File: src/sv/clt_pkg.sv
// ----------------------------------------------------------------------------
// Command line tokenizer package
// Field widths, character codes, reader states and the emit request type.
// ----------------------------------------------------------------------------
package clt_pkg;

	// Field widths of the channels.
	localparam int BYTE_W = 8;
	localparam int WORD_W = BYTE_W + 1;
	localparam int POS_W  = 6;
	localparam int CNT_W  = 6;
	localparam int CFG_W  = 7;

	// Character codes.
	localparam logic [BYTE_W-1:0] CH_SPACE = 8'd32;
	localparam logic [BYTE_W-1:0] CH_LF    = 8'd10;
	localparam logic [BYTE_W-1:0] CH_CR    = 8'd13;
	localparam logic [BYTE_W-1:0] CH_NUL   = 8'd0;

	// Token counter saturation value and line limit after reset.
	localparam logic [CNT_W-1:0] CNT_SAT     = 6'd63;
	localparam logic [CFG_W-1:0] LIMIT_RESET = 7'd64;

	// Read-out sequencer states.
	typedef enum logic [1:0] {
		RD_IDLE,
		RD_FETCH,
		RD_SEND
	} rd_state_t;

	// Line-end request from the writer to the reader.
	typedef struct packed {
		logic             valid;
		logic             keep_mark;
		logic [CNT_W-1:0] tokens;
	} emit_req_t;

endpackage

File: src/sv/clt_byte_if.sv
// ----------------------------------------------------------------------------
// Received byte channel
// Valid/ready channel carrying one received character per transfer.
// ----------------------------------------------------------------------------
interface clt_byte_if;
	logic                       valid;
	logic                       ready;
	logic [clt_pkg::BYTE_W-1:0] rx_byte;

	modport source (output valid, output rx_byte, input ready);
	modport sink (input valid, input rx_byte, output ready);
endinterface

File: src/sv/clt_tok_if.sv
// ----------------------------------------------------------------------------
// Token byte channel
// Valid/ready channel carrying one stored line byte with its flags per transfer.
// ----------------------------------------------------------------------------
interface clt_tok_if;
	logic                       valid;
	logic                       ready;
	logic [clt_pkg::POS_W-1:0]  position;
	logic [clt_pkg::BYTE_W-1:0] value;
	logic                       token_start;
	logic [clt_pkg::CNT_W-1:0]  token_count;
	logic                       last;

	modport source (
		output valid, output position, output value, output token_start,
		output token_count, output last, input ready
	);
	modport sink (
		input valid, input position, input value, input token_start,
		input token_count, input last, output ready
	);
endinterface

File: src/sv/clt_cfg_if.sv
// ----------------------------------------------------------------------------
// Configuration write channel
// Valid/ready channel carrying the line limit register write data.
// ----------------------------------------------------------------------------
interface clt_cfg_if;
	logic                      valid;
	logic                      ready;
	logic [clt_pkg::CFG_W-1:0] line_limit;

	modport source (output valid, output line_limit, input ready);
	modport sink (input valid, input line_limit, output ready);
endinterface

File: src/sv/clt_ram.sv
// ----------------------------------------------------------------------------
// Generic RAM
// One write port and one read port with registered read data.
// ----------------------------------------------------------------------------
module clt_ram #(
	parameter int WIDTH = 9,
	parameter int DEPTH = 64
) (
	input  logic                     clk,
	input  logic                     we,
	input  logic [$clog2(DEPTH)-1:0] waddr,
	input  logic [WIDTH-1:0]         wdata,
	input  logic                     re,
	input  logic [$clog2(DEPTH)-1:0] raddr,
	output logic [WIDTH-1:0]         rdata
);

	logic [WIDTH-1:0] mem_q [DEPTH];

	// Write port.
	always_ff @(posedge clk) begin
		if (we) begin
			mem_q[waddr] <= wdata;
		end
	end

	// Registered read port; the data holds between reads.
	always_ff @(posedge clk) begin
		if (re) begin
			rdata <= mem_q[raddr];
		end
	end

endmodule

File: src/sv/clt_writer.sv
// ----------------------------------------------------------------------------
// Tokenizer line writer
// Accepts received bytes, builds the stored line and requests the read-out.
// ----------------------------------------------------------------------------
module clt_writer #(
	parameter int LINE_MAX = 64
) (
	input  logic                        clk,
	input  logic                        arst_n,
	clt_byte_if.sink                    rx,
	clt_cfg_if.sink                     cfg,
	input  logic                        done,
	output logic                        we,
	output logic [$clog2(LINE_MAX)-1:0] waddr,
	output logic [clt_pkg::WORD_W-1:0]  wdata,
	output logic [$clog2(LINE_MAX)-1:0] end_pos,
	output clt_pkg::emit_req_t          req
);
	import clt_pkg::*;

	localparam int AW    = $clog2(LINE_MAX);
	localparam int LIM_W = $clog2(LINE_MAX + 1);
	localparam int CW    = (LIM_W > CFG_W) ? LIM_W : CFG_W;

	logic [CFG_W-1:0] line_limit_q;
	logic             started_q;
	logic             in_token_q;
	logic [AW-1:0]    wp_q;
	logic [CNT_W-1:0] tokens_q;
	logic             emit_q;
	logic             keep_mark_q;
	logic [AW-1:0]    end_q;
	logic [CNT_W-1:0] emit_tokens_q;

	logic             accept;
	logic             eol;
	logic             is_space;
	logic [CW-1:0]    lim;
	logic [CW-1:0]    wp_cur;
	logic             in_token_cur;
	logic [CNT_W-1:0] tokens_cur;
	logic [CW-1:0]    wp_new;
	logic             in_token_new;
	logic [CNT_W-1:0] tokens_new;
	logic             finish;
	logic             keep_mark;
	logic [AW-1:0]    end_new;

	assign accept   = rx.valid && rx.ready;
	assign rx.ready = !emit_q;
	assign cfg.ready = 1'b1;

	// Line limit register.
	always_ff @(posedge clk or negedge arst_n) begin
		if (!arst_n) begin
			line_limit_q <= LIMIT_RESET;
		end else if (cfg.valid && cfg.ready) begin
			line_limit_q <= cfg.line_limit;
		end
	end

	// Effective limit: zero counts as one, values above the store depth clamp.
	always_comb begin
		lim = CW'(line_limit_q);
		if (lim == '0) begin
			lim = CW'(1);
		end else if (lim > CW'(LINE_MAX)) begin
			lim = CW'(LINE_MAX);
		end
	end

	// Byte classification and the state as seen by this byte.
	always_comb begin
		eol          = rx.rx_byte inside {CH_CR, CH_LF};
		is_space     = (rx.rx_byte == CH_SPACE);
		wp_cur       = started_q ? CW'(wp_q) : '0;
		in_token_cur = started_q && in_token_q;
		tokens_cur   = started_q ? tokens_q : '0;
	end

	// Store update and line-end decision.
	always_comb begin
		we           = 1'b0;
		waddr        = AW'(wp_cur);
		wdata        = {1'b0, rx.rx_byte};
		wp_new       = wp_cur;
		in_token_new = in_token_cur;
		tokens_new   = tokens_cur;
		finish       = 1'b0;
		keep_mark    = 1'b0;
		end_new      = AW'(wp_cur);
		if (accept && (started_q || !eol)) begin
			if (eol) begin
				// The final NUL lands on a fresh entry with no token start.
				finish = 1'b1;
			end else begin
				if (wp_cur < lim) begin
					if (in_token_cur) begin
						we     = 1'b1;
						wdata  = {1'b0, is_space ? CH_NUL : rx.rx_byte};
						wp_new = wp_cur + CW'(1);
						in_token_new = !is_space;
					end else if (!is_space) begin
						we     = 1'b1;
						wdata  = {1'b1, rx.rx_byte};
						wp_new = wp_cur + CW'(1);
						in_token_new = 1'b1;
						if (tokens_cur != CNT_SAT) begin
							tokens_new = tokens_cur + CNT_W'(1);
						end
					end
				end
				// At the limit the NUL overwrites the last stored character.
				if (wp_new >= lim) begin
					finish    = 1'b1;
					keep_mark = 1'b1;
					end_new   = AW'(lim - CW'(1));
				end
			end
		end
	end

	// Line state registers.
	always_ff @(posedge clk or negedge arst_n) begin
		if (!arst_n) begin
			started_q  <= 1'b0;
			in_token_q <= 1'b0;
			wp_q       <= '0;
			tokens_q   <= '0;
		end else if (accept && (started_q || !eol)) begin
			started_q  <= !finish;
			in_token_q <= finish ? 1'b0 : in_token_new;
			wp_q       <= AW'(wp_new);
			tokens_q   <= tokens_new;
		end
	end

	// Read-out request, held until the reader has sent the last byte.
	always_ff @(posedge clk or negedge arst_n) begin
		if (!arst_n) begin
			emit_q <= 1'b0;
		end else if (finish) begin
			emit_q <= 1'b1;
		end else if (done) begin
			emit_q <= 1'b0;
		end
	end

	always_ff @(posedge clk) begin
		if (finish) begin
			keep_mark_q   <= keep_mark;
			end_q         <= end_new;
			emit_tokens_q <= tokens_new;
		end
	end

	assign end_pos       = end_q;
	assign req.valid     = emit_q;
	assign req.keep_mark = keep_mark_q;
	assign req.tokens    = emit_tokens_q;

endmodule

File: src/sv/clt_reader.sv
// ----------------------------------------------------------------------------
// Tokenizer line reader
// Walks the stored line from position zero and sends one byte per transfer.
// ----------------------------------------------------------------------------
module clt_reader #(
	parameter int LINE_MAX = 64
) (
	input  logic                        clk,
	input  logic                        arst_n,
	input  clt_pkg::emit_req_t          req,
	input  logic [$clog2(LINE_MAX)-1:0] end_pos,
	input  logic [clt_pkg::WORD_W-1:0]  rdata,
	output logic                        re,
	output logic [$clog2(LINE_MAX)-1:0] raddr,
	output logic                        done,
	clt_tok_if.source                   tok
);
	import clt_pkg::*;

	localparam int AW = $clog2(LINE_MAX);

	rd_state_t state_q;
	rd_state_t state_d;

	logic [AW-1:0]     k_q;
	logic [AW-1:0]     end_q;
	logic              keep_mark_q;
	logic [CNT_W-1:0]  tokens_q;
	logic [POS_W-1:0]  pos_q;
	logic [BYTE_W-1:0] value_q;
	logic              mark_q;
	logic [CNT_W-1:0]  count_q;
	logic              last_q;

	logic start;
	logic load;
	logic sent;
	logic is_end;

	// Next state.
	always_comb begin
		state_d = state_q;
		case (state_q)
			RD_IDLE: begin
				if (req.valid) begin
					state_d = RD_FETCH;
				end
			end
			RD_FETCH: begin
				state_d = RD_SEND;
			end
			RD_SEND: begin
				if (tok.ready) begin
					state_d = last_q ? RD_IDLE : RD_FETCH;
				end
			end
			default: begin
				state_d = RD_IDLE;
			end
		endcase
	end

	// Sequencer outputs: memory reads, result load and completion.
	always_comb begin
		start     = (state_q == RD_IDLE) && req.valid;
		load      = (state_q == RD_FETCH);
		sent      = (state_q == RD_SEND) && tok.ready;
		re        = start || (sent && !last_q);
		raddr     = start ? '0 : k_q + AW'(1);
		done      = sent && last_q;
		tok.valid = (state_q == RD_SEND);
	end

	always_ff @(posedge clk or negedge arst_n) begin
		if (!arst_n) begin
			state_q <= RD_IDLE;
		end else begin
			state_q <= state_d;
		end
	end

	// Read position and captured line-end information.
	always_ff @(posedge clk) begin
		if (start) begin
			k_q         <= '0;
			end_q       <= end_pos;
			keep_mark_q <= req.keep_mark;
			tokens_q    <= req.tokens;
		end else if (sent && !last_q) begin
			k_q <= k_q + AW'(1);
		end
	end

	// Result register; the final position reads as NUL.
	assign is_end = (k_q == end_q);

	always_ff @(posedge clk) begin
		if (load) begin
			pos_q   <= POS_W'(k_q);
			value_q <= is_end ? CH_NUL : rdata[BYTE_W-1:0];
			mark_q  <= (is_end && !keep_mark_q) ? 1'b0 : rdata[BYTE_W];
			count_q <= is_end ? tokens_q : '0;
			last_q  <= is_end;
		end
	end

	assign tok.position    = pos_q;
	assign tok.value       = value_q;
	assign tok.token_start = mark_q;
	assign tok.token_count = count_q;
	assign tok.last        = last_q;

endmodule

File: src/sv/command_line_tokenizer.sv
// ----------------------------------------------------------------------------
// Command line tokenizer
// Splits received lines into NUL-separated tokens and sends the stored line.
// ----------------------------------------------------------------------------
//  Channel  Dir  Payload                                             Transfer
//  cfg      in   line_limit                                          valid & ready
//  rx       in   rx_byte                                             valid & ready
//  tok      out  position, value, token_start, token_count, last     valid & ready
//
// An accepted byte is written to the store at its transfer.
// At line end rx is held off while the line is read back: the reader first issues
// the read of position zero, then for each stored byte loads the result and sends
// it, waiting out tok stalls; the read of the next byte is issued with each send.
// Reset clears the control state; the line store needs no clearing pass.
// cfg is always ready; the block leaves it to the user to write cfg only while idle.
// ----------------------------------------------------------------------------
module command_line_tokenizer #(
	parameter int LINE_MAX = 64
) (
	input  logic       clk,
	input  logic       arst_n,
	clt_cfg_if.sink    cfg,
	clt_byte_if.sink   rx,
	clt_tok_if.source  tok
);
	import clt_pkg::*;

	localparam int AW = $clog2(LINE_MAX);

	logic              we;
	logic [AW-1:0]     waddr;
	logic [WORD_W-1:0] wdata;
	logic              re;
	logic [AW-1:0]     raddr;
	logic [WORD_W-1:0] rdata;
	logic [AW-1:0]     end_pos;
	logic              done;
	emit_req_t         req;

	// Line building.
	clt_writer #(.LINE_MAX(LINE_MAX)) u_writer (
		.clk     (clk),
		.arst_n  (arst_n),
		.rx      (rx),
		.cfg     (cfg),
		.done    (done),
		.we      (we),
		.waddr   (waddr),
		.wdata   (wdata),
		.end_pos (end_pos),
		.req     (req)
	);

	// Line store: character with its token-start mark.
	clt_ram #(.WIDTH(WORD_W), .DEPTH(LINE_MAX)) u_store (
		.clk   (clk),
		.we    (we),
		.waddr (waddr),
		.wdata (wdata),
		.re    (re),
		.raddr (raddr),
		.rdata (rdata)
	);

	// Line read-out.
	clt_reader #(.LINE_MAX(LINE_MAX)) u_reader (
		.clk     (clk),
		.arst_n  (arst_n),
		.req     (req),
		.end_pos (end_pos),
		.rdata   (rdata),
		.re      (re),
		.raddr   (raddr),
		.done    (done),
		.tok     (tok)
	);

	// Input is never taken while a line is being sent.
	a_no_overlap: assert property (@(posedge clk) disable iff (!arst_n)
		!(rx.ready && tok.valid))
		else $error("input ready while a line is being sent");

	// The store is never written while it is being read back.
	a_no_write_on_read: assert property (@(posedge clk) disable iff (!arst_n)
		re |-> !we)
		else $error("line store written during read-out");

	// The token count appears only on the final byte of a line.
	a_count_on_last: assert property (@(posedge clk) disable iff (!arst_n)
		(tok.valid && !tok.last) |-> (tok.token_count == '0))
		else $error("token count on a byte other than the last");

	// A finished line releases the input in the next cycle.
	a_release: assert property (@(posedge clk) disable iff (!arst_n)
		(tok.valid && tok.ready && tok.last) |=> rx.ready)
		else $error("input not released after the last byte");

endmodule
File: src/flat_wrapper.sv
// flat-port wrapper written by rule: the top's interface ports become plain ports
module command_line_tokenizer_flat import clt_pkg::*;
#(
	parameter int LINE_MAX = 64
)
  (clk, arst_n, cfg_valid, cfg_line_limit, cfg_ready, rx_valid, rx_rx_byte, rx_ready, tok_valid, tok_position, tok_value, tok_token_start, tok_token_count, tok_last, tok_ready);
  clt_cfg_if cfg_i ();
  clt_byte_if rx_i ();
  clt_tok_if tok_i ();
  input  logic clk;
  input  logic arst_n;
  input wire logic [$bits(cfg_i.valid)-1:0] cfg_valid;
  input wire logic [$bits(cfg_i.line_limit)-1:0] cfg_line_limit;
  output wire logic [$bits(cfg_i.ready)-1:0] cfg_ready;
  input wire logic [$bits(rx_i.valid)-1:0] rx_valid;
  input wire logic [$bits(rx_i.rx_byte)-1:0] rx_rx_byte;
  output wire logic [$bits(rx_i.ready)-1:0] rx_ready;
  output wire logic [$bits(tok_i.valid)-1:0] tok_valid;
  output wire logic [$bits(tok_i.position)-1:0] tok_position;
  output wire logic [$bits(tok_i.value)-1:0] tok_value;
  output wire logic [$bits(tok_i.token_start)-1:0] tok_token_start;
  output wire logic [$bits(tok_i.token_count)-1:0] tok_token_count;
  output wire logic [$bits(tok_i.last)-1:0] tok_last;
  input wire logic [$bits(tok_i.ready)-1:0] tok_ready;
  assign cfg_i.valid = cfg_valid;
  assign cfg_i.line_limit = cfg_line_limit;
  assign cfg_ready = cfg_i.ready;
  assign rx_i.valid = rx_valid;
  assign rx_i.rx_byte = rx_rx_byte;
  assign rx_ready = rx_i.ready;
  assign tok_valid = tok_i.valid;
  assign tok_position = tok_i.position;
  assign tok_value = tok_i.value;
  assign tok_token_start = tok_i.token_start;
  assign tok_token_count = tok_i.token_count;
  assign tok_last = tok_i.last;
  assign tok_i.ready = tok_ready;
  command_line_tokenizer #(.LINE_MAX(LINE_MAX)) u_core (.clk(clk), .arst_n(arst_n), .cfg(cfg_i), .rx(rx_i), .tok(tok_i));
endmodule
File: config.mk
export PLATFORM = sky130hd
export DESIGN_NAME = command_line_tokenizer_flat
export DESIGN_NICKNAME = d
export VERILOG_FILES = /design/src/sv/clt_pkg.sv /design/src/sv/clt_byte_if.sv /design/src/sv/clt_tok_if.sv /design/src/sv/clt_cfg_if.sv /design/src/sv/clt_ram.sv /design/src/sv/clt_writer.sv /design/src/sv/clt_reader.sv /design/src/sv/command_line_tokenizer.sv /design/src/flat_wrapper.sv
export SDC_FILE = /design/constraint.sdc
export NUM_CORES = 1
export LEC_CHECK = 0
export ABC_AREA = 1
export BUFFER_PORTS_ARGS = -buffer_cell sky130_fd_sc_hd__buf_2
export CAP_MARGIN = 5
export CORE_MARGIN = 2
export CORE_UTILIZATION = 55
export DETAILED_ROUTE_END_ITERATION = 8
export PLACE_DENSITY = 0.71
export SYNTH_ARGS = -nofsm -noshare
export SYNTH_HDL_FRONTEND = slang
export SYNTH_HIERARCHICAL = 1
export SYNTH_SLANG_ARGS = --single-unit
File: constraint.sdc
create_clock -name clk -period 11.3 [get_ports clk]
set_input_delay 2.26 -clock clk [delete_from_list [all_inputs] [get_ports clk]]
set_output_delay 2.26 -clock clk [all_outputs]
set_load 0.03 [all_outputs]
==> impl_metrics.json <==
{
  "status": "complete, no violations",
  "reg2reg_slack_ps": 6370,
  "cts_resized": 0,
  "synth_top_cell_by_area": "edfxtp_1",
  "num_antenna_cells": 0,
  "antenna_found_initial": 1,
  "max_cap_violations": 0,
  "die_w_um": 232,
  "detail_route.wl_per_cell_um": 21.1,
  "critPathKind": "in -> reg",
  "cp_data_arrival_time_ps": 6410,
  "rows": 83,
  "wirelength_um": 69700,
  "crit_slowest_cell": "nor2_1",
  "cp_slowest_stage_delay_ps": 980,
  "multiInputGateArea_um2": 7580,
  "yosys-top-cells-area": "edfxtp_1 67%, nand2_1 12%, nand3_1 9.0%",
  "worst_slack_ps": 5100,
  "hpwl_um": 40600,
  "rsz0062_at_grt": "no",
  "register_area_um2": 19700,
  "grt_pass1_vias": 18500,
  "core_um2": 51300,
  "start_util_pct": 55.5,
  "drive_gt1_share_pct": 8.69,
  "use_met2_pct": 43.4,
  "yosysWarningCount": 6,
  "syn-instance-count": 2582,
  "dp_slack_ps": 4630,
  "gp_congestion": 0.951,
  "leakagePower_uw": 0.0117,
  "p_clk_share_pct": 23.7,
  "numPlacedInstances": 3187,
  "max-slew-margin-rel_pct": 23.1,
  "p_per_area_nw_per_um2": 292,
  "tightest_slew_ps": 1150,
  "hold_depth": 0,
  "required_ps": 11510,
  "syn_area_um2": 28500,
  "total_power_uw": 9080,
  "postCtsSetupBuffers": 0,
  "clock_latency_ps": 600,
  "ioPinCount": 45,
  "start_kind": "primary input",
  "p_switching_uw": 3840,
  "track_usage_pct": 26.3,
  "critical_path_cell_count": 11,
  "cp_max_fo": 66,
  "p_int_uw": 5230,
  "cts.path.max_buffers": 3,
  "finalCritPeriodShare_pct": 54.8,
  "grtUsageMet3_pct": 4.74,
  "endpoint_kind": "flop",
  "synthToLayoutAreaGrowth_pct": 9.07,
  "die-area_um2": 53600,
  "synth_nets": 2618,
  "ir_drop_mv": 0.278,
  "placement.io_buffers": 43,
  "setup_violations": 0,
  "die_h_um": 232,
  "hold_viol": 0,
  "ant_nets": 0,
  "final_common_cell": "nand2_1",
  "clk_pin_slew_ps": 60,
  "fmax_mhz": 161,
  "drtPass1Iterations": 6,
  "busiest_layer": "met2",
  "final_cells": 3305,
  "synth-seq-cells": 663,
  "via_count": 19400,
  "pwr-share-comb_pct": 43.0,
  "drv_slew": 0,
  "worstPathCellList": "buf_2 -> buf_4 -> inv_1 -> nand3_1 -> o21ai_0 -> nand2_1 -> nand2_1 -> a211oi_1 -> buf_4 -> nand4_1 -> nor2_1",
  "tns_ps": 0,
  "drc": 0,
  "grt_first_pass_wirelength_um": 106000,
  "nets": 2613,
  "min_period_ps": 6200,
  "n_fill_cell": 4061,
  "path_delay_family": "simple AND/OR/NAND/NOR gates",
  "p_seq_share_pct": 33.3,
  "hold_buffers": 0,
  "grt_max_degree": 199,
  "globalRouteOverflowTotal": 0,
  "switching_share_pct": 42.3,
  "drt-initial-drc-count": 2299,
  "cts.root.buffer_cell": "clkbuf_16",
  "netlist.area_leader.share_pct": 66.7,
  "numCtsBuffers": 68,
  "yosysSeqAreaShare_pct": 69.2,
  "clkSinkCount": 663,
  "clock_skew_ps": 26.1,
  "synth.avg_cell_area_um2": 11.0,
  "final_cell_mix": "918 x nand2_1, 633 x edfxtp_1, 513 x nand3_1, 93 x nor2_1, 71 x clkbuf_16",
  "via_per_inst": 5.87,
  "critPathBufInv": 4,
  "cts_tree": "done",
  "ys_types": 50,
  "htree_levels": 3,
  "min_path_type": "reg -> reg",
  "grt_util_met1_pct": 35.4,
  "reg2regPathDepth": 11
}
## path summary, 6_finish.rpt
check | endpoint | startpoint
setup / recovery | u_core/u_store/mem_q[15][4]$_DFFE_PP_ | rx_rx_byte[1]
hold / removal | u_core/u_reader/tokens_q[4]$_DFFE_PP_ | u_core/u_writer/emit_tokens_q[4]$_DFFE_PP_
setup reg to reg | u_core/u_store/mem_q[15][4]$_DFFE_PP_ | u_core/u_writer/started_q$_DFFE_PN0P_
hold reg to reg | u_core/u_reader/tokens_q[4]$_DFFE_PP_ | u_core/u_writer/emit_tokens_q[4]$_DFFE_PP_
max in group asynchronous | u_core/u_writer/line_limit_q[5]$_DFFE_PN0P_ | arst_n
min in group asynchronous | u_core/u_writer/wp_q[4]$_DFFE_PN0P_ | arst_n
## worst register-to-register path, cell delays in order (launching register included)
cell      delay (ps)
dfrtp_1          700
nand2_1          290
inv_1            390
ha_1             310
nand2_1           90
nor2_1            50
a21oi_2          310
nand2_4          200
a211oi_1         230
buf_4            220
nand4_1          770
nor2_1           980
## flip-flops by register name, summed over array words and instances (netlist names)
signal                           cells
u_core/u_store/rdata                 9
u_core/u_writer/keep_mark_q          1
u_core/u_store/mem_q               576
u_core/u_reader/tok.last             1
u_core/u_writer/tokens_q             6
u_core/u_reader/tokens_q             6
u_core/u_reader/tok.position         6
u_core/u_reader/keep_mark_q          1
u_core/u_reader/tok.token_start      1
u_core/u_writer/emit_tokens_q        6
u_core/u_writer/line_limit_q         7
u_core/u_writer/in_token_q           1
u_core/u_reader/state_q              2
u_core/u_writer/emit_q               1
u_core/u_reader/tok.value            8
u_core/u_reader/tok.token_count      6
u_core/u_writer/wp_q                 6
u_core/u_writer/end_pos              6
u_core/u_reader/k_q                  6
u_core/u_writer/started_q            1
u_core/u_reader/end_q                6
## routing by layer
layer | up-vias | wire (um)
met1 | 9327 | 27700
met3 | 153 | 6200
li1 | 8898 | -
met4 | 2 | 2440
met5 | - | 13
met2 | 1007 | 33400
## layout make-up
type                            count  area share (%)
Tap cell                          680            2.74
Sequential cell                   663            63.5
Multi-Input combinational cell   1683            24.4
Timing Repair Buffer               69            1.40
Inverter                           92            1.15
Clock inverter                     29           0.886
Clock buffer                       89            5.93
## cells by family after synthesis
kind of cell	synth area share, %
AO/OA/AOI/OAI	1.31
XOR/XNOR	0.246
adder cells (fa/ha/maj)	0.703
buffers and inverters	4.34
flip-flops	69.2
multiplexers	0.119
other	0.0132
AND/OR/NAND/NOR	24.0
## power groups by stage
| stage | registers [uW] | logic, uW | clock network [uW] |
|---|---|---|---|
| after global routing | 3040 | 4260 | 2270 |
| after floorplan | 3100 | 2800 | 0 |
| final | 3020 | 3910 | 2150 |
| after detailed placement | 3070 | 3800 | 0 |
| after global placement | 3070 | 3720 | 0 |
| after CTS | 3020 | 3820 | 2180 |
## synth_stat cells (all sizes together)
cell type / instances
o21bai: 1
dfstp: 1
inv: 88
buf: 110
o21a: 1
o21ai: 39
nor3: 7
nor2: 109
dfrtp: 23
nand4: 16
a22oi: 1
or2: 1
a21boi: 1
a211oi: 3
ha: 16
clkinv: 4
xnor2: 2
clkbuf: 34
xor2: 6
o22ai: 1
dfxtp: 6
a41oi: 1
nand2: 932
nor4: 8
a31oi: 1
mux2: 3
conb: 1
and2: 1
nand3: 515
edfxtp: 633
a21oi: 17
## per-stage QoR
| step | hold slack (ps) | utilization, % | area [um2] |
|---|---|---|---|
| floorplan | 400 | - | 28500 |
| global placement | 402 | 56.4 | 29000 |
| detailed placement | 406 | 56.4 | 29000 |
| CTS | 419 | 60.6 | 31100 |
| global route | 425 | 60.6 | 31100 |
| finish | 420 | 60.6 | 31100 |
(Power assumes the default switching activity.)
